File: src/rtl/whp_pkg.sv
`default_nettype none

package whp_pkg;

    // chunk and header tags, first file byte in the top bits
    localparam logic [31:0] TAG_RIFF = 32'h5249_4646;
    localparam logic [31:0] TAG_WAVE = 32'h5741_5645;
    localparam logic [31:0] TAG_FMT  = 32'h666D_7420;
    localparam logic [31:0] TAG_DATA = 32'h6461_7461;

    localparam logic [15:0] FMT_PCM        = 16'h0001;
    localparam logic [15:0] FMT_EXTENSIBLE = 16'hFFFE;
    localparam logic [15:0] BITS_REQUIRED  = 16'd16;
    localparam logic [31:0] FMT_BODY_LEN   = 32'd16;

    typedef enum logic [3:0] {
        PH_RIFF      = 4'd0,
        PH_FMT_HDR   = 4'd1,
        PH_FMT_SKIP  = 4'd2,
        PH_FMT_BODY  = 4'd3,
        PH_FMT_REST  = 4'd4,
        PH_DATA_HDR  = 4'd5,
        PH_DATA_SKIP = 4'd6,
        PH_PAYLOAD   = 4'd7,
        PH_IDLE      = 4'd8
    } t_phase;

    typedef enum logic [1:0] {
        ST_PARSING = 2'd0,
        ST_DONE    = 2'd1,
        ST_FAILED  = 2'd2
    } t_status;

    localparam logic [3:0] ERR_NONE      = 4'd0;
    localparam logic [3:0] ERR_TRUNCATED = 4'd1;
    localparam logic [3:0] ERR_NOT_RIFF  = 4'd2;
    localparam logic [3:0] ERR_NOT_WAVE  = 4'd3;
    localparam logic [3:0] ERR_FORMAT    = 4'd4;
    localparam logic [3:0] ERR_CHANNELS  = 4'd5;
    localparam logic [3:0] ERR_BITS      = 4'd6;
    localparam logic [3:0] ERR_SHORT_FMT = 4'd7;
    localparam logic [3:0] ERR_ZERO_RATE = 4'd8;

    typedef struct packed {
        logic [7:0] in_byte;
        logic       end_of_file;
    } t_in_item;

    typedef struct packed {
        logic        pcm_valid;
        logic [7:0]  pcm_byte;
        logic        pcm_last;
        t_status     status;
        logic [3:0]  error_code;
        logic [2:0]  num_channels;
        logic [31:0] rate_hz;
    } t_result;

endpackage

`default_nettype wire

File: src/rtl/wav_header_parser.sv
// channel   | dir | bus          | contents
// ----------+-----+--------------+------------------------------------------------
// s_axis    | in  | tdata[7:0]   | in_byte
//           |     | tlast        | end_of_file
// m_axis    | out | tdata[55:0]  | pcm_byte, status, error_code, num_channels,
//           |     |              | rate_hz (lowest first), zero filled
//           |     | tuser        | pcm_valid
//           |     | tlast        | pcm_last
//
// one result request per input byte, one byte per cycle sustained while m_axis is ready
// a byte passes the input register, then parse logic into the result register
// the per-byte parse state update is the only loop
// reset (i_rst_n low at a clock edge) returns to the riff header check, status parsing
// a stall on m_axis holds the result; s_axis stays ready while a slot is free
`default_nettype none

module wav_header_parser (
    input  wire         i_clk,
    input  wire         i_rst_n,
    // input byte stream
    input  wire         s_axis_tvalid,
    output logic        s_axis_tready,
    input  wire  [7:0]  s_axis_tdata,   // [7:0] in_byte
    input  wire         s_axis_tlast,   // end_of_file
    // parse result stream
    output logic        m_axis_tvalid,
    input  wire         m_axis_tready,
    output logic [55:0] m_axis_tdata,   // [7:0] pcm_byte, [9:8] status, [13:10] error_code,
                                        // [16:14] num_channels, [48:17] rate_hz
    output logic        m_axis_tuser,   // pcm_valid
    output logic        m_axis_tlast    // pcm_last
);

    whp_pkg::t_in_item in_item;
    whp_pkg::t_in_item stage_item;
    whp_pkg::t_result  core_result;
    whp_pkg::t_result  out_result;
    logic              stage_valid;
    logic              out_ready;
    logic              core_take;

    assign in_item.in_byte     = s_axis_tdata;
    assign in_item.end_of_file = s_axis_tlast;

    // a byte moves through the parser once the result slot can hold its result
    assign core_take = stage_valid && out_ready;

    whp_in_stage u_in_stage (
        .i_clk   (i_clk),
        .i_rst_n (i_rst_n),
        .i_valid (s_axis_tvalid),
        .o_ready (s_axis_tready),
        .i_item  (in_item),
        .o_valid (stage_valid),
        .i_take  (core_take),
        .o_item  (stage_item)
    );

    whp_core u_core (
        .i_clk    (i_clk),
        .i_rst_n  (i_rst_n),
        .i_take   (core_take),
        .i_item   (stage_item),
        .o_result (core_result)
    );

    whp_out_stage u_out_stage (
        .i_clk    (i_clk),
        .i_rst_n  (i_rst_n),
        .i_valid  (stage_valid),
        .o_ready  (out_ready),
        .i_result (core_result),
        .o_valid  (m_axis_tvalid),
        .i_ready  (m_axis_tready),
        .o_result (out_result)
    );

    // pack result fields, lowest field first, pad to whole bytes
    assign m_axis_tdata = {7'd0,
                           out_result.rate_hz,
                           out_result.num_channels,
                           out_result.error_code,
                           out_result.status,
                           out_result.pcm_byte};
    assign m_axis_tuser = out_result.pcm_valid;
    assign m_axis_tlast = out_result.pcm_last;

endmodule

`default_nettype wire

File: src/rtl/whp_in_stage.sv
`default_nettype none

module whp_in_stage (
    input  wire                i_clk,
    input  wire                i_rst_n,
    input  wire                i_valid,
    output logic               o_ready,
    input  whp_pkg::t_in_item  i_item,
    output logic               o_valid,
    input  wire                i_take,
    output whp_pkg::t_in_item  o_item
);

    logic              r_valid;
    logic              n_valid;
    whp_pkg::t_in_item r_item;
    logic              w_load;

    assign o_ready = !r_valid || i_take;
    assign w_load  = i_valid && o_ready;

    always_comb begin
        n_valid = r_valid;
        if (w_load) begin
            n_valid = 1'b1;
        end else if (i_take) begin
            n_valid = 1'b0;
        end
    end

    always_ff @(posedge i_clk) begin
        if (!i_rst_n) begin
            r_valid <= 1'b0;
        end else begin
            r_valid <= n_valid;
        end
    end

    always_ff @(posedge i_clk) begin
        if (w_load) begin
            r_item <= i_item;
        end
    end

    assign o_valid = r_valid;
    assign o_item  = r_item;

endmodule

`default_nettype wire

File: src/rtl/whp_core.sv
`default_nettype none

module whp_core (
    input  wire                i_clk,
    input  wire                i_rst_n,
    input  wire                i_take,
    input  whp_pkg::t_in_item  i_item,
    output whp_pkg::t_result   o_result
);

    whp_pkg::t_phase  r_phase,   n_phase;
    whp_pkg::t_status r_verdict, n_verdict;
    logic [4:0]  r_cnt,   n_cnt;
    logic [31:0] r_tag,   n_tag;
    logic [31:0] r_size,  n_size;
    logic [31:0] r_skip,  n_skip;
    logic [31:0] r_pay,   n_pay;
    logic [15:0] r_fmt,   n_fmt;
    logic [15:0] r_ch,    n_ch;
    logic [31:0] r_rate,  n_rate;
    logic [15:0] r_bits,  n_bits;
    logic [3:0]  r_err,   n_err;

    logic        fail_req;
    logic [3:0]  fail_code;
    logic        done_req;
    logic [3:0]  riff_err;
    logic [7:0]  b;

    assign b = i_item.in_byte;

    // next state
    always_comb begin
        n_phase   = r_phase;
        n_verdict = r_verdict;
        n_cnt     = r_cnt;
        n_tag     = r_tag;
        n_size    = r_size;
        n_skip    = r_skip;
        n_pay     = r_pay;
        n_fmt     = r_fmt;
        n_ch      = r_ch;
        n_rate    = r_rate;
        n_bits    = r_bits;
        n_err     = r_err;
        fail_req  = 1'b0;
        fail_code = whp_pkg::ERR_NONE;
        done_req  = 1'b0;
        riff_err  = r_err;

        unique case (r_phase)
            whp_pkg::PH_RIFF: begin
                n_tag = {r_tag[23:0], b};
                n_cnt = r_cnt + 5'd1;
                if (r_cnt == 5'd3 && n_tag != whp_pkg::TAG_RIFF) begin
                    n_err = whp_pkg::ERR_NOT_RIFF;
                end else if (r_cnt == 5'd11) begin
                    n_cnt = 5'd0;
                    if (r_err == whp_pkg::ERR_NONE && n_tag != whp_pkg::TAG_WAVE) begin
                        riff_err = whp_pkg::ERR_NOT_WAVE;
                    end
                    if (riff_err != whp_pkg::ERR_NONE) begin
                        fail_req  = 1'b1;
                        fail_code = riff_err;
                    end else begin
                        n_phase = whp_pkg::PH_FMT_HDR;
                    end
                end
            end
            whp_pkg::PH_FMT_HDR, whp_pkg::PH_DATA_HDR: begin
                unique case (r_cnt[2:0])
                    3'd4:    n_size = {24'd0, b};
                    3'd5:    n_size = r_size | {16'd0, b, 8'd0};
                    3'd6:    n_size = r_size | {8'd0, b, 16'd0};
                    3'd7:    n_size = r_size | {b, 24'd0};
                    default: n_tag  = {r_tag[23:0], b};
                endcase
                n_cnt = r_cnt + 5'd1;
                if (r_cnt[2:0] == 3'd7) begin
                    n_cnt = 5'd0;
                    if (r_phase == whp_pkg::PH_FMT_HDR && r_tag == whp_pkg::TAG_FMT) begin
                        if (n_size < whp_pkg::FMT_BODY_LEN) begin
                            fail_req  = 1'b1;
                            fail_code = whp_pkg::ERR_SHORT_FMT;
                        end else begin
                            n_phase = whp_pkg::PH_FMT_BODY;
                        end
                    end else if (r_phase == whp_pkg::PH_DATA_HDR &&
                                 r_tag == whp_pkg::TAG_DATA) begin
                        n_pay = n_size;
                        if (n_size == 32'd0) begin
                            // empty payload finishes right at the header
                            if (r_rate == 32'd0) begin
                                fail_req  = 1'b1;
                                fail_code = whp_pkg::ERR_ZERO_RATE;
                            end else begin
                                done_req = 1'b1;
                            end
                        end else begin
                            n_phase = whp_pkg::PH_PAYLOAD;
                        end
                    end else if (n_size != 32'd0) begin
                        n_skip  = n_size;
                        n_phase = (r_phase == whp_pkg::PH_FMT_HDR) ?
                                  whp_pkg::PH_FMT_SKIP : whp_pkg::PH_DATA_SKIP;
                    end
                end
            end
            whp_pkg::PH_FMT_SKIP, whp_pkg::PH_DATA_SKIP, whp_pkg::PH_FMT_REST: begin
                n_skip = r_skip - 32'd1;
                if (n_skip == 32'd0) begin
                    n_cnt   = 5'd0;
                    n_phase = (r_phase == whp_pkg::PH_FMT_SKIP) ?
                              whp_pkg::PH_FMT_HDR : whp_pkg::PH_DATA_HDR;
                end
            end
            whp_pkg::PH_FMT_BODY: begin
                unique case (r_cnt)
                    5'd0:    n_fmt  = {8'd0, b};
                    5'd1:    n_fmt  = r_fmt | {b, 8'd0};
                    5'd2:    n_ch   = {8'd0, b};
                    5'd3:    n_ch   = r_ch | {b, 8'd0};
                    5'd4:    n_rate = {24'd0, b};
                    5'd5:    n_rate = r_rate | {16'd0, b, 8'd0};
                    5'd6:    n_rate = r_rate | {8'd0, b, 16'd0};
                    5'd7:    n_rate = r_rate | {b, 24'd0};
                    5'd14:   n_bits = {8'd0, b};
                    5'd15:   n_bits = r_bits | {b, 8'd0};
                    default: n_cnt  = r_cnt;
                endcase
                n_cnt = r_cnt + 5'd1;
                if (r_cnt >= 5'd15) begin
                    n_cnt = 5'd0;
                    if (n_fmt != whp_pkg::FMT_PCM && n_fmt != whp_pkg::FMT_EXTENSIBLE) begin
                        fail_req  = 1'b1;
                        fail_code = whp_pkg::ERR_FORMAT;
                    end else if (n_ch != 16'd1 && n_ch != 16'd2 && n_ch != 16'd4) begin
                        fail_req  = 1'b1;
                        fail_code = whp_pkg::ERR_CHANNELS;
                    end else if (n_bits != whp_pkg::BITS_REQUIRED) begin
                        fail_req  = 1'b1;
                        fail_code = whp_pkg::ERR_BITS;
                    end else begin
                        n_skip  = r_size - whp_pkg::FMT_BODY_LEN;
                        n_phase = (n_skip == 32'd0) ?
                                  whp_pkg::PH_DATA_HDR : whp_pkg::PH_FMT_REST;
                    end
                end
            end
            whp_pkg::PH_PAYLOAD: begin
                n_pay = r_pay - 32'd1;
                if (n_pay == 32'd0) begin
                    if (r_rate == 32'd0) begin
                        fail_req  = 1'b1;
                        fail_code = whp_pkg::ERR_ZERO_RATE;
                    end else begin
                        done_req = 1'b1;
                    end
                end
            end
            default: begin
                n_phase = r_phase;
            end
        endcase

        // end of file while still parsing is truncation
        if (!fail_req && !done_req && r_verdict == whp_pkg::ST_PARSING &&
            i_item.end_of_file) begin
            fail_req  = 1'b1;
            fail_code = whp_pkg::ERR_TRUNCATED;
        end

        if (fail_req) begin
            n_verdict = whp_pkg::ST_FAILED;
            n_err     = fail_code;
            n_phase   = whp_pkg::PH_IDLE;
        end else if (done_req) begin
            n_verdict = whp_pkg::ST_DONE;
            n_err     = whp_pkg::ERR_NONE;
            n_phase   = whp_pkg::PH_IDLE;
        end
    end

    // result for this byte
    always_comb begin
        o_result.pcm_valid    = (r_phase == whp_pkg::PH_PAYLOAD);
        o_result.pcm_byte     = (r_phase == whp_pkg::PH_PAYLOAD) ? b : 8'd0;
        o_result.pcm_last     = (r_phase == whp_pkg::PH_PAYLOAD) && (r_pay == 32'd1);
        o_result.status       = n_verdict;
        o_result.error_code   = (n_verdict == whp_pkg::ST_FAILED) ? n_err : whp_pkg::ERR_NONE;
        o_result.num_channels = (n_verdict == whp_pkg::ST_DONE) ? n_ch[2:0] : 3'd0;
        o_result.rate_hz      = (n_verdict == whp_pkg::ST_DONE) ? n_rate : 32'd0;
    end

    always_ff @(posedge i_clk) begin
        if (!i_rst_n) begin
            r_phase   <= whp_pkg::PH_RIFF;
            r_verdict <= whp_pkg::ST_PARSING;
            r_cnt     <= 5'd0;
            r_tag     <= 32'd0;
            r_size    <= 32'd0;
            r_skip    <= 32'd0;
            r_pay     <= 32'd0;
            r_fmt     <= 16'd0;
            r_ch      <= 16'd0;
            r_rate    <= 32'd0;
            r_bits    <= 16'd0;
            r_err     <= whp_pkg::ERR_NONE;
        end else if (i_take) begin
            r_phase   <= n_phase;
            r_verdict <= n_verdict;
            r_cnt     <= n_cnt;
            r_tag     <= n_tag;
            r_size    <= n_size;
            r_skip    <= n_skip;
            r_pay     <= n_pay;
            r_fmt     <= n_fmt;
            r_ch      <= n_ch;
            r_rate    <= n_rate;
            r_bits    <= n_bits;
            r_err     <= n_err;
        end
    end

`ifndef ASSERT_OFF
    a_final_is_idle: assert property (@(posedge i_clk) disable iff (!i_rst_n)
        (r_verdict != whp_pkg::ST_PARSING) |-> (r_phase == whp_pkg::PH_IDLE))
        else $error("finished verdict outside idle phase");

    a_verdict_held: assert property (@(posedge i_clk) disable iff (!i_rst_n)
        (r_verdict != whp_pkg::ST_PARSING) |=> $stable(r_verdict))
        else $error("verdict changed after finishing");

    a_payload_nonzero: assert property (@(posedge i_clk) disable iff (!i_rst_n)
        (r_phase == whp_pkg::PH_PAYLOAD) |-> (r_pay != 32'd0))
        else $error("payload phase with nothing left");

    a_done_has_rate: assert property (@(posedge i_clk) disable iff (!i_rst_n)
        (r_verdict == whp_pkg::ST_DONE) |-> (r_rate != 32'd0 && r_err == whp_pkg::ERR_NONE))
        else $error("done with zero rate or error code");
`endif

endmodule

`default_nettype wire

File: src/rtl/whp_out_stage.sv
`default_nettype none

module whp_out_stage (
    input  wire               i_clk,
    input  wire               i_rst_n,
    input  wire               i_valid,
    output logic              o_ready,
    input  whp_pkg::t_result  i_result,
    output logic              o_valid,
    input  wire               i_ready,
    output whp_pkg::t_result  o_result
);

    logic             r_valid;
    logic             n_valid;
    whp_pkg::t_result r_result;
    logic             w_load;

    // a held result frees the slot in the same cycle it is taken
    assign o_ready = !r_valid || i_ready;
    assign w_load  = i_valid && o_ready;

    always_comb begin
        n_valid = r_valid;
        if (w_load) begin
            n_valid = 1'b1;
        end else if (i_ready) begin
            n_valid = 1'b0;
        end
    end

    always_ff @(posedge i_clk) begin
        if (!i_rst_n) begin
            r_valid <= 1'b0;
        end else begin
            r_valid <= n_valid;
        end
    end

    always_ff @(posedge i_clk) begin
        if (w_load) begin
            r_result <= i_result;
        end
    end

    assign o_valid  = r_valid;
    assign o_result = r_result;

endmodule

`default_nettype wire
File: config.mk
export PLATFORM = sky130hd
export DESIGN_NAME = wav_header_parser
export DESIGN_NICKNAME = d
export VERILOG_FILES = /design/src/rtl/whp_pkg.sv /design/src/rtl/wav_header_parser.sv /design/src/rtl/whp_in_stage.sv /design/src/rtl/whp_core.sv /design/src/rtl/whp_out_stage.sv
export SDC_FILE = /design/constraint.sdc
export NUM_CORES = 1
export LEC_CHECK = 0
export BUFFER_PORTS_ARGS = -buffer_cell sky130_fd_sc_hd__clkbuf_2
export CORE_ASPECT_RATIO = 0.9
export CORE_MARGIN = 10
export CORE_UTILIZATION = 53
export CTS_BUF_LIST = sky130_fd_sc_hd__clkbuf_2 sky130_fd_sc_hd__clkbuf_4 sky130_fd_sc_hd__clkbuf_8
export CTS_CLUSTER_SIZE = 28
export DETAILED_ROUTE_END_ITERATION = 8
export PLACE_DENSITY = 0.7
export SYNTH_ARGS = -nofsm -noshare
export SYNTH_HDL_FRONTEND = slang
export SYNTH_HIERARCHICAL = 1
export SYNTH_SLANG_ARGS = --single-unit
File: constraint.sdc
create_clock -name i_clk -period 11 [get_ports i_clk]
set_clock_uncertainty 0.1 [all_clocks]
set_input_delay 1.65 -clock i_clk [delete_from_list [all_inputs] [get_ports i_clk]]
set_output_delay 1.65 -clock i_clk [all_outputs]
set_load 0.05 [all_outputs]
======== Word level (Yosys, flattened, before mapping) ========
Cells that the tools add are included.
cells by class
  add/sub/neg operators ................... 4
  magnitude comparators ................... 2
  equal/unequal tests ..................... 57
  mux-type cells .......................... 105
  bitwise operators ....................... 9
  reduce and logical (&&, ||, !) cells .... 47
operator list
  cell                                                                            count
  32-bit two-way mux                                                              14
  32-bit one-hot mux with 4 select lines                                          2
  32-bit logical NOT                                                              5
  4-bit two-way mux                                                               37
  32-bit one-hot mux with 2 select lines                                          2
  16-bit one-hot mux with 2 select lines                                          3
  32-bit one-hot mux with 3 select lines                                          1
  32-bit by 31-bit equality test with 1-bit output (second input constant)        2
  32-bit by 31-bit != test with 1-bit output (second input constant)              2
  32-bit by 16-bit bitwise OR with 32-bit output                                  2
  32-bit by 24-bit bitwise OR with 32-bit output                                  2
  32-bit bitwise OR                                                               2
  32-bit by 1-bit subtractor with 32-bit output (second input constant)           2
  16-bit two-way mux                                                              3
  16-bit bitwise OR                                                               3
  32-bit by 1-bit equality test with 1-bit output (second input constant)         1
  32-bit by 5-bit less-than comparator with 1-bit output (second input constant)  1
  16-bit by 1-bit != test with 1-bit output (second input constant)               2
  4-bit one-hot mux with 4 select lines                                           2
  32-bit nonzero test                                                             1
  32-bit by 5-bit subtractor with 32-bit output (second input constant)           1
  1-bit two-way mux                                                               26
  5-bit two-way mux                                                               5
  5-bit by 3-bit equality test with 1-bit output (second input constant)          4
  other kinds (45)                                                                99
word-level totals
  bits in registers ....................... 285
  input bits .............................. 13
  output and inout port bits .............. 60
  word-level logic and storage cells ...... 248

======== Longest topological paths before layout ========
Gate-level depths: netlist of the first run.
  word-level depth ........................ 18
  mapped depth ............................ 16
  mapped depth without buffers ............ 11

======== By module ========
The synthesis of the first run kept the hierarchy.
modules (own cells, without submodules)
  module             instances  cells each  area each (um^2)  seq. area each (um^2)
  whp_core           1          1,978       14,168.6          4,464.3
  whp_out_stage      1          56          1,589.0           1,551.5
  whp_in_stage       1          14          327.8             290.3
  wav_header_parser  1          9           62.6              0.0

======== Least setup slack after synthesis of the first run ========
No wires, ideal clock.
  path kind ............................... in2out
  from .................................... input port m_axis_tready
  to ...................................... output port s_axis_tready
  data arrival time ....................... 2.209 ns
  required time ........................... 9.250 ns
  slack ................................... 7.041 ns
  cell stages on the path ................. 3
  path buffers ............................ 0
  cells stage by stage .................... nand2b_4 > and2_1 > nand2b_4
between the ends
  word-level cells in the longest chain between the ends .. 3
RTL lines
  what               line                     RTL
  start, declared    wav_header_parser.sv:27  input wire m_axis_tready,
  1-bit logical OR   whp_out_stage.sv:20      assign o_ready = !r_valid || i_ready;
  1-bit logical AND  wav_header_parser.sv:46  assign core_take = stage_valid && out_ready;
  net core_take      wav_header_parser.sv:40  logic core_take;
  1-bit logical OR   whp_in_stage.sv:19       assign o_ready = !r_valid || i_take;
  end, declared      wav_header_parser.sv:22  output logic s_axis_tready,
The timed path passes the listed nets, and every way through them passes these cells.

======== Worst setup path after layout of the first run ========
  from .................................... register u_core.r_cnt[2]
  to ...................................... register u_core.r_skip[25]
between the ends
  word-level cells in the longest chain between the ends .. 8
  elaborated cells between the ends (all ways) .. 41
  classes of those cells .................. 1 x order compare; 21 x eq/ne; 13 x mux; 6 x reduce/logical
RTL lines
  what                                                                                              line                             RTL
  start, declared                                                                                   whp_core.sv:13                   logic [4:0] r_cnt, n_cnt;
  start signal, assigned                                                                            whp_core.sv:212                  r_cnt <= n_cnt;
  5-bit by 2-bit equality test with 1-bit output, or another cell as far along                      whp_core.sv:118                  unique case (r_cnt)
  16-bit one-hot mux with 2 select lines or 32-bit one-hot mux with 4 select lines (tied branches)  whp_core.sv:118, whp_core.sv:71
  16-bit two-way mux or 32-bit two-way mux (tied branches)                                          whp_core.sv:51                   unique case (r_phase)
  16-bit by 1-bit != test with 1-bit output, or another cell as far along                           whp_core.sv:137                  end else if (n_ch != 16'd1 && n_ch != 16'd2 && n_ch != 16'd4) begin
  1-bit logical AND or 32-bit two-way mux (tied branches)                                           whp_core.sv:137, whp_core.sv:88
  1-bit logical AND or 32-bit two-way mux (tied branches)                                           whp_core.sv:137, whp_core.sv:81
  2-bit != test (no line) or 32-bit two-way mux (tied branches)                                     --
  10-bit AND reduction (no line) or 32-bit one-hot mux with 3 select lines (tied branches)          --
  end signal, assigned                                                                              whp_core.sv:215                  r_skip <= n_skip;
  end, declared                                                                                     whp_core.sv:16                   logic [31:0] r_skip, n_skip;
Parallel ways exist; a longest one is shown, timed or not. The select of a mux whose other input is x is not followed.
A chain may end at the register's enable or synchronous reset.

==> results of run 1 <==
## routing by layer
metal  share of wire [%]  wire length (µm)  GRT usage [%]  vias to the layer above
met4                 2.7              1405          8.020                        6
met3                  11              5741          6.657                      130
met2                  42             21580          38.36                      881
met1                  45             23180          38.07                     7517
met5                0.14                74              0                        -
li1                    -                 -              -                     7433
## cell families (layout without fill, tap and decap cells)
| group | Yosys count | after routing | share of synthesized area (%) |
|---|---|---|---|
| AOI/OAI and AO/OA | 567 | 567 | 23.17 |
| muxes | 9 | 9 | 0.5811 |
| adders and majority gates | 14 | 14 | 1.069 |
| other | 1 | 7 | 0.02322 |
| buffers and inverters | 218 | 212 | 5.377 |
| xor gates and xnor gates | 52 | 52 | 2.820 |
| and+or+nand+nor | 911 | 911 | 27.91 |
| DFF | 285 | 285 | 39.05 |
## worst paths after layout
check	endpoint	from	slack, ps	cells after the start
max reg2reg	u_core/r_skip[25]$_SDFFE_PN0P_	u_core/r_cnt[2]$_SDFFE_PN0P_	5860	10
min	u_core/r_tag[30]$_SDFFE_PN0P_	u_core/r_tag[30]$_SDFFE_PN0P_	360	2
min reg2reg	u_core/r_tag[30]$_SDFFE_PN0P_	u_core/r_tag[30]$_SDFFE_PN0P_	360	2
max	u_core/r_skip[25]$_SDFFE_PN0P_	u_core/r_cnt[2]$_SDFFE_PN0P_	5860	10
## flip-flops by register name, indices dropped and copies added (netlist names), 4 cells and up
register,cells
u_out_stage/o_result,51
u_core/r_pay,32
u_core/r_rate,32
u_core/r_size,32
u_core/r_skip,32
u_core/r_tag,32
u_core/r_bits,16
u_core/r_ch,16
u_core/r_fmt,16
u_in_stage/o_item,9
u_core/r_cnt,5
u_core/r_err,4
u_core/r_phase,4
## stage by stage
stage          instances  area [µm²]  utilization (%)  power [W]
3_3_place_gp        2370       16500            55.10   0.001371
2_1_floorplan       2063       16170                -   0.001306
3_5_place_dp        2370       16500            55.10   0.001374
6_report            2460       17600            58.76   0.002432
4_1_cts             2460       17600            58.76   0.002444
5_1_grt             2460       17600            58.76   0.002524
## worst reg2reg max path, cell delays in order (launching register included)
cell and delay (ps):
dfxtp_1 960, ha_1 570, nor3_1 140, and2_0 610
o21ai_0 720, nor2_1 100, or4_1 720, nor2_4 160
buf_4 470, o21ai_0 210, a32o_1 280
## area by class of cell
| class | instances | area, µm² | share of cell area, % |
|---|---|---|---|
| clock buffers | 76 | 920.9 | 5.232 |
| clock inverters | 14 | 177.7 | 1.009 |
| inverters | 29 | 113.9 | 0.6469 |
| multi-input cells | 1560 | 9044 | 51.38 |
| flip-flops and latches | 285 | 6306 | 35.83 |
| well taps | 403 | 504.2 | 2.865 |
| repair buffers | 93 | 535.5 | 3.042 |
## layout by cell type, fill, tap and decap left out, types with 13 or more instances in the layout
cell type	instances
nor2_1	319
dfxtp_1	225
nand2_1	215
a21oi_1	176
a22oi_1	112
o21ai_0	88
clkbuf_2	65
nor4_1	62
edfxtp_1	60
nor3_1	59
clkbuf_8	56
a211oi_1	34
nand3_1	32
buf_4	28
inv_1	28
xnor2_1	27
and2_1	26
or4_1	26
xor2_1	25
nand4_1	23
or3_1	22
clkbuf_4	20
nor4b_1	19
a221oi_1	14
nand2b_1	13
o22ai_1	13
nor3b_1	13
a31oi_1	13
ha_1	13
## where the power goes
group | switching, W | leakage (nW) | internal [W] | total [W]
logic | 0.000187 | 3.43 | 0.0000646 | 0.000252
clock network | 0.000445 | 0.588 | 0.000629 | 0.00107
registers | 0.0000165 | 2.37 | 0.00109 | 0.00111
==> impl_metrics.toml, run 1 <==
[floorplanning]
dieWidth_um = 204.0
coreArea_um2 = 29950
start_util_pct = 53.91
die-area_um2 = 37860
die_h_um = 185.6
placementRows = 60
boundaryPins = 73

[power]
total_leakage_power_nw = 6.385
ir_drop_mv = 0.1177
powerDensity_nw_per_um2 = 138.2

[sta]
finalSetupViolations = 0
rsz0062_at_grt = "false"
period_needed_ps = 5140
fmax_mhz = 194.6
drv_slew = 0
setup_ws_ps = 5860
finalHoldViolations = 0
tns_ps = 0
final.period_utilization_pct = 46.73
hold-worst-slack_ps = 357.7
slew_headroom_pct = 14.94
worst_slew_pin_slew_ps = 1264

[clock_tree]
cts_tree = "built"
postCtsSetupBuffers = 0
max-clock-path-buffers = 3
htreeDepth = 2
clk_latency_ps = 590
clock_sinks = 285
postCtsHoldBufs = 0
numCtsBuffers = 49
clk_pin_slew_ps = 60
root_buffer = "clkbuf_8"
post_cts_resized = 0

[global_route]
grt_pass1_wl_mm = 81.32
grt_overflow_total = 0
track_usage_pct = 26.57
grt_pass1_vias = 14278
grt_max_degree = 100
grt_antenna_before_repair = 3

[yosys]
synth_edf_count = 60
yosysMostFrequentCell = "nor2_1"
syn_area_um2 = 16150
synth_seq_cells = 285
synth_warnings = 6
avgSynthCellArea_um2 = 7.850
synth_cell_type_count = 89
synthTopCellsByCount = "nor2_1, dfxtp_1, nand2_1"
yosysTopAreaCell = "dfxtp_1"
synth_top_area_share_pct = 27.89
synth_ff_type = "dfxtp_1"
synth_seq_area_share_pct = 39.05
async_flop_share_pct = 0
synth_area_leaders = "dfxtp_1, edfxtp_1, nor2_1"
synthCells = 2057

[setup_path]
required_ps = 11380
start_kind = "flop"
cpMostUsedCell = "o21ai_0"
crit_family = "simple AND/OR/NAND/NOR gates"
critical_path_buf_inv_count = 1
crit_path_top_delay_cell = "dfxtp_1"
arrival_ps = 5520
crit_chain = "ha_1 > nor3_1 > and2_0 > o21ai_0 > nor2_1 > or4_1 > nor2_4 > buf_4 > o21ai_0 > a32o_1"
end_kind = "flop"
path_class = "flop to flop"
cpPeakStageDelay_ps = 960
crit_fanout = 57

[hold_path]
hold_class = "flop to flop"

[place]
finalWeightedCongestion = 0.9712
io_buffers = 65
hpwl_mm = 35.30
dp_slack_ps = 6069

[cells_and_area]
nFillCells = 2736
nNetsFinal = 2044
drive_gt1_share_pct = 11.62
area_growth_pct = 9.004
n_antenna_cell = 0

[drt]
num_vias = 15967
post_drt_wl_per_cell_um = 21.13
ant_nets = 0
vias_per_cell = 6.491
drt-total-wl_mm = 51.99
drtIter0Drc = 2081
firstDrtPassIters = 8
drc = 0

[run_status]
outcome = "finished, final reports clean"

[job]
max-cap-violations = 0
Power figures use the tool's default switching activity.
==> inputs of run 2 (changes only) <==
clock period = 5.05 ns   (was 11 ns; I/O delays follow)
==> run 2 against run 1 <==
  * Fmax rose by 9.8%
  * Wire length rose by 0.88%
  * Sequential power rose by 120%
  * Sequential share of layout area barely moved
  * Register-to-register slack got worse by 5500 ps
  * Setup slack got worse by 5500 ps
==> impl_metrics.toml, run 2 (same netlist as run 1, synthesis figures left out) <==
[run_status]
outcome = "finished, final reports clean"

[place]
place_inst = 2385
dp_slack_ps = 610.2
finalWeightedCongestion = 0.9859
placed_cell_area_um2 = 16630
hpwl_mm = 36.41
io_buffers = 65

[sta]
setup_ws_ps = 368.8
finalHoldViolations = 0
tns_ps = 0
fmax_mhz = 213.6
period_needed_ps = 4681
worst_slew_pin_slew_ps = 1209
slew_headroom_pct = 18.66
finalSetupViolations = 0
final.period_utilization_pct = 92.70
rsz0062_at_grt = "false"
drv_slew = 0

[floorplanning]
die_h_um = 185.6
boundaryPins = 73
placementRows = 60
start_util_pct = 53.91
coreArea_um2 = 29950
die-area_um2 = 37860
dieWidth_um = 204.0

[drt]
num_vias = 15920
drc = 0
ant_nets = 0
drt-total-wl_mm = 52.45
post_drt_wl_per_cell_um = 21.24
firstDrtPassIters = 6
drtIter0Drc = 1948
vias_per_cell = 6.448

[setup_path]
arrival_ps = 5040
crit_family = "compound AO/OA/AOI/OAI gates"
cpPeakStageDelay_ps = 640
ff2ff_path_depth = 11
rr_startpoint = "u_core/r_cnt[0]$_SDFFE_PN0P_"
crit_path_top_delay_cell = "o311ai_1"
critical_path_buf_inv_count = 0
path_class = "flop to flop"
crit_fanout = 14
rrSetupSlack_ps = 370
start_kind = "flop"
r2r-end = "u_out_stage/o_result[35]$_DFFE_PP_"
crit_chain = "ha_1 > ha_1 > a21oi_1 > o31a_1 > nor4b_1 > o21ai_0 > o311ai_1 > nand3_1 > nor3b_1 > nor4b_1 > o31a_1"
required_ps = 5410
end_kind = "flop"

[clock_tree]
numCtsBuffers = 47
htreeDepth = 2
clk_pin_slew_ps = 60
postCtsSetupBuffers = 0
post_cts_resized = 0
postCtsHoldBufs = 0
max-clock-path-buffers = 3
cts_tree = "built"
clk_latency_ps = 610
root_buffer = "clkbuf_8"
clock_sinks = 285

[cells_and_area]
final-instance-count-excl-fill = 2469
largest_reg_flops = 51
finalInstanceArea_um2 = 17590
nNetsFinal = 2057
area_growth_pct = 8.926
final_cell_mix = "nor2_1, dfxtp_1, nand2_1"
final_common_cell = "nor2_1"
n_antenna_cell = 0
drive_gt1_share_pct = 11.91

[global_route]
grt_max_degree = 108
grt_pass1_vias = 14542
grt_pass1_wl_mm = 83.20
track_usage_pct = 27.16
use_met1_pct = 40.00
met2_usage_pct = 39.49
top_usage_layer = "met1"
grt_antenna_before_repair = 0
grt_overflow_total = 0
met3_usage_pct = 5.180

[power]
powerDensity_nw_per_um2 = 287.2
finalPower_w = 0.005053
ir_drop_mv = 0.2252
total_leakage_power_nw = 6.386

[hold_path]
hold_class = "input pin to flop"
min_to = "u_in_stage/o_item[6]$_DFFE_PP_"
hp-start = "s_axis_tdata[5]"
whs_path_depth = 1

[job]
max-cap-violations = 0
run 2: changes by cell type in the layout (fill, tap and decap cells not counted):
cell,delta
clkinv_1,+2
bufinv_16,-3
buf_4,+14
clkbuf_4,-8
clkinv_8,+1
clkbuf_8,-2
inv_8,-1
clkinv_2,+4
clkinvlp_4,+1
buf_12,+1
run 2: cell type report:
| cell class | instances | area, µm² |
|---|---|---|
| multi-input combinational | 1560 | 9044 |
| fill | 2791 | 12360 |
| tap | 403 | 504.2 |
| sequential | 285 | 6306 |
| timing repair buffer | 108 | 660.6 |
| inverter | 29 | 113.9 |
| clock inverter | 18 | 127.6 |
| clock buffer | 66 | 833.3 |
run 2: metrics by stage:
stage / hold slack (ps) / util [%]
final: 237.2 / 58.72
after global routing: 208.9 / 58.72
after CTS: 206.2 / 58.72
after detailed placement: 354.4 / 55.51
after global placement: 343.4 / 55.51
after floorplan: 331.2 / -
run 2: worst max path at each step:
stage / from / end / slack, ps / cells past startpoint
floorplan: u_core/r_cnt[2]$_SDFFE_PN0P_ / u_core/r_skip[13]$_SDFFE_PN0P_ / 1320 / 15
global placement: u_core/r_cnt[0]$_SDFFE_PN0P_ / u_out_stage/o_result[35]$_DFFE_PP_ / 690 / 11
detailed placement: u_core/r_skip[0]$_SDFFE_PN0P_ / u_core/r_cnt[3]$_SDFFE_PN0P_ / 610 / 11
CTS: u_core/r_cnt[0]$_SDFFE_PN0P_ / u_out_stage/o_result[35]$_DFFE_PP_ / 570 / 11
global route: u_core/r_cnt[0]$_SDFFE_PN0P_ / u_out_stage/o_result[35]$_DFFE_PP_ / 60 / 11
finish: u_core/r_cnt[0]$_SDFFE_PN0P_ / u_out_stage/o_result[35]$_DFFE_PP_ / 370 / 11
run 2: power by group:
group,internal (W),switching (W)
clock,0.00112,0.000966
combinational,0.000145,0.000397
sequential,0.00237,0.0000485
total,0.00364,0.00141
run 2: worst register-to-register path, cell delays in order, from the launching register on:
cell,delay [ps]
dfxtp_1,420
ha_1,500
ha_1,560
a21oi_1,100
o31a_1,320
nor4b_1,410
o21ai_0,410
o311ai_1,640
nand3_1,140
nor3b_1,340
nor4b_1,430
o31a_1,190
run 2: per-layer routing:
| layer | part of all wire (%) | vias up | routed length [µm] |
|---|---|---|---|
| li1 | - | 7465 | - |
| met1 | 45 | 7553 | 23790 |
| met2 | 43 | 821 | 22340 |
| met3 | 10 | 81 | 5358 |
| met4 | 1.8 | 0 | 961 |
| met5 | 0 | - | 0 |
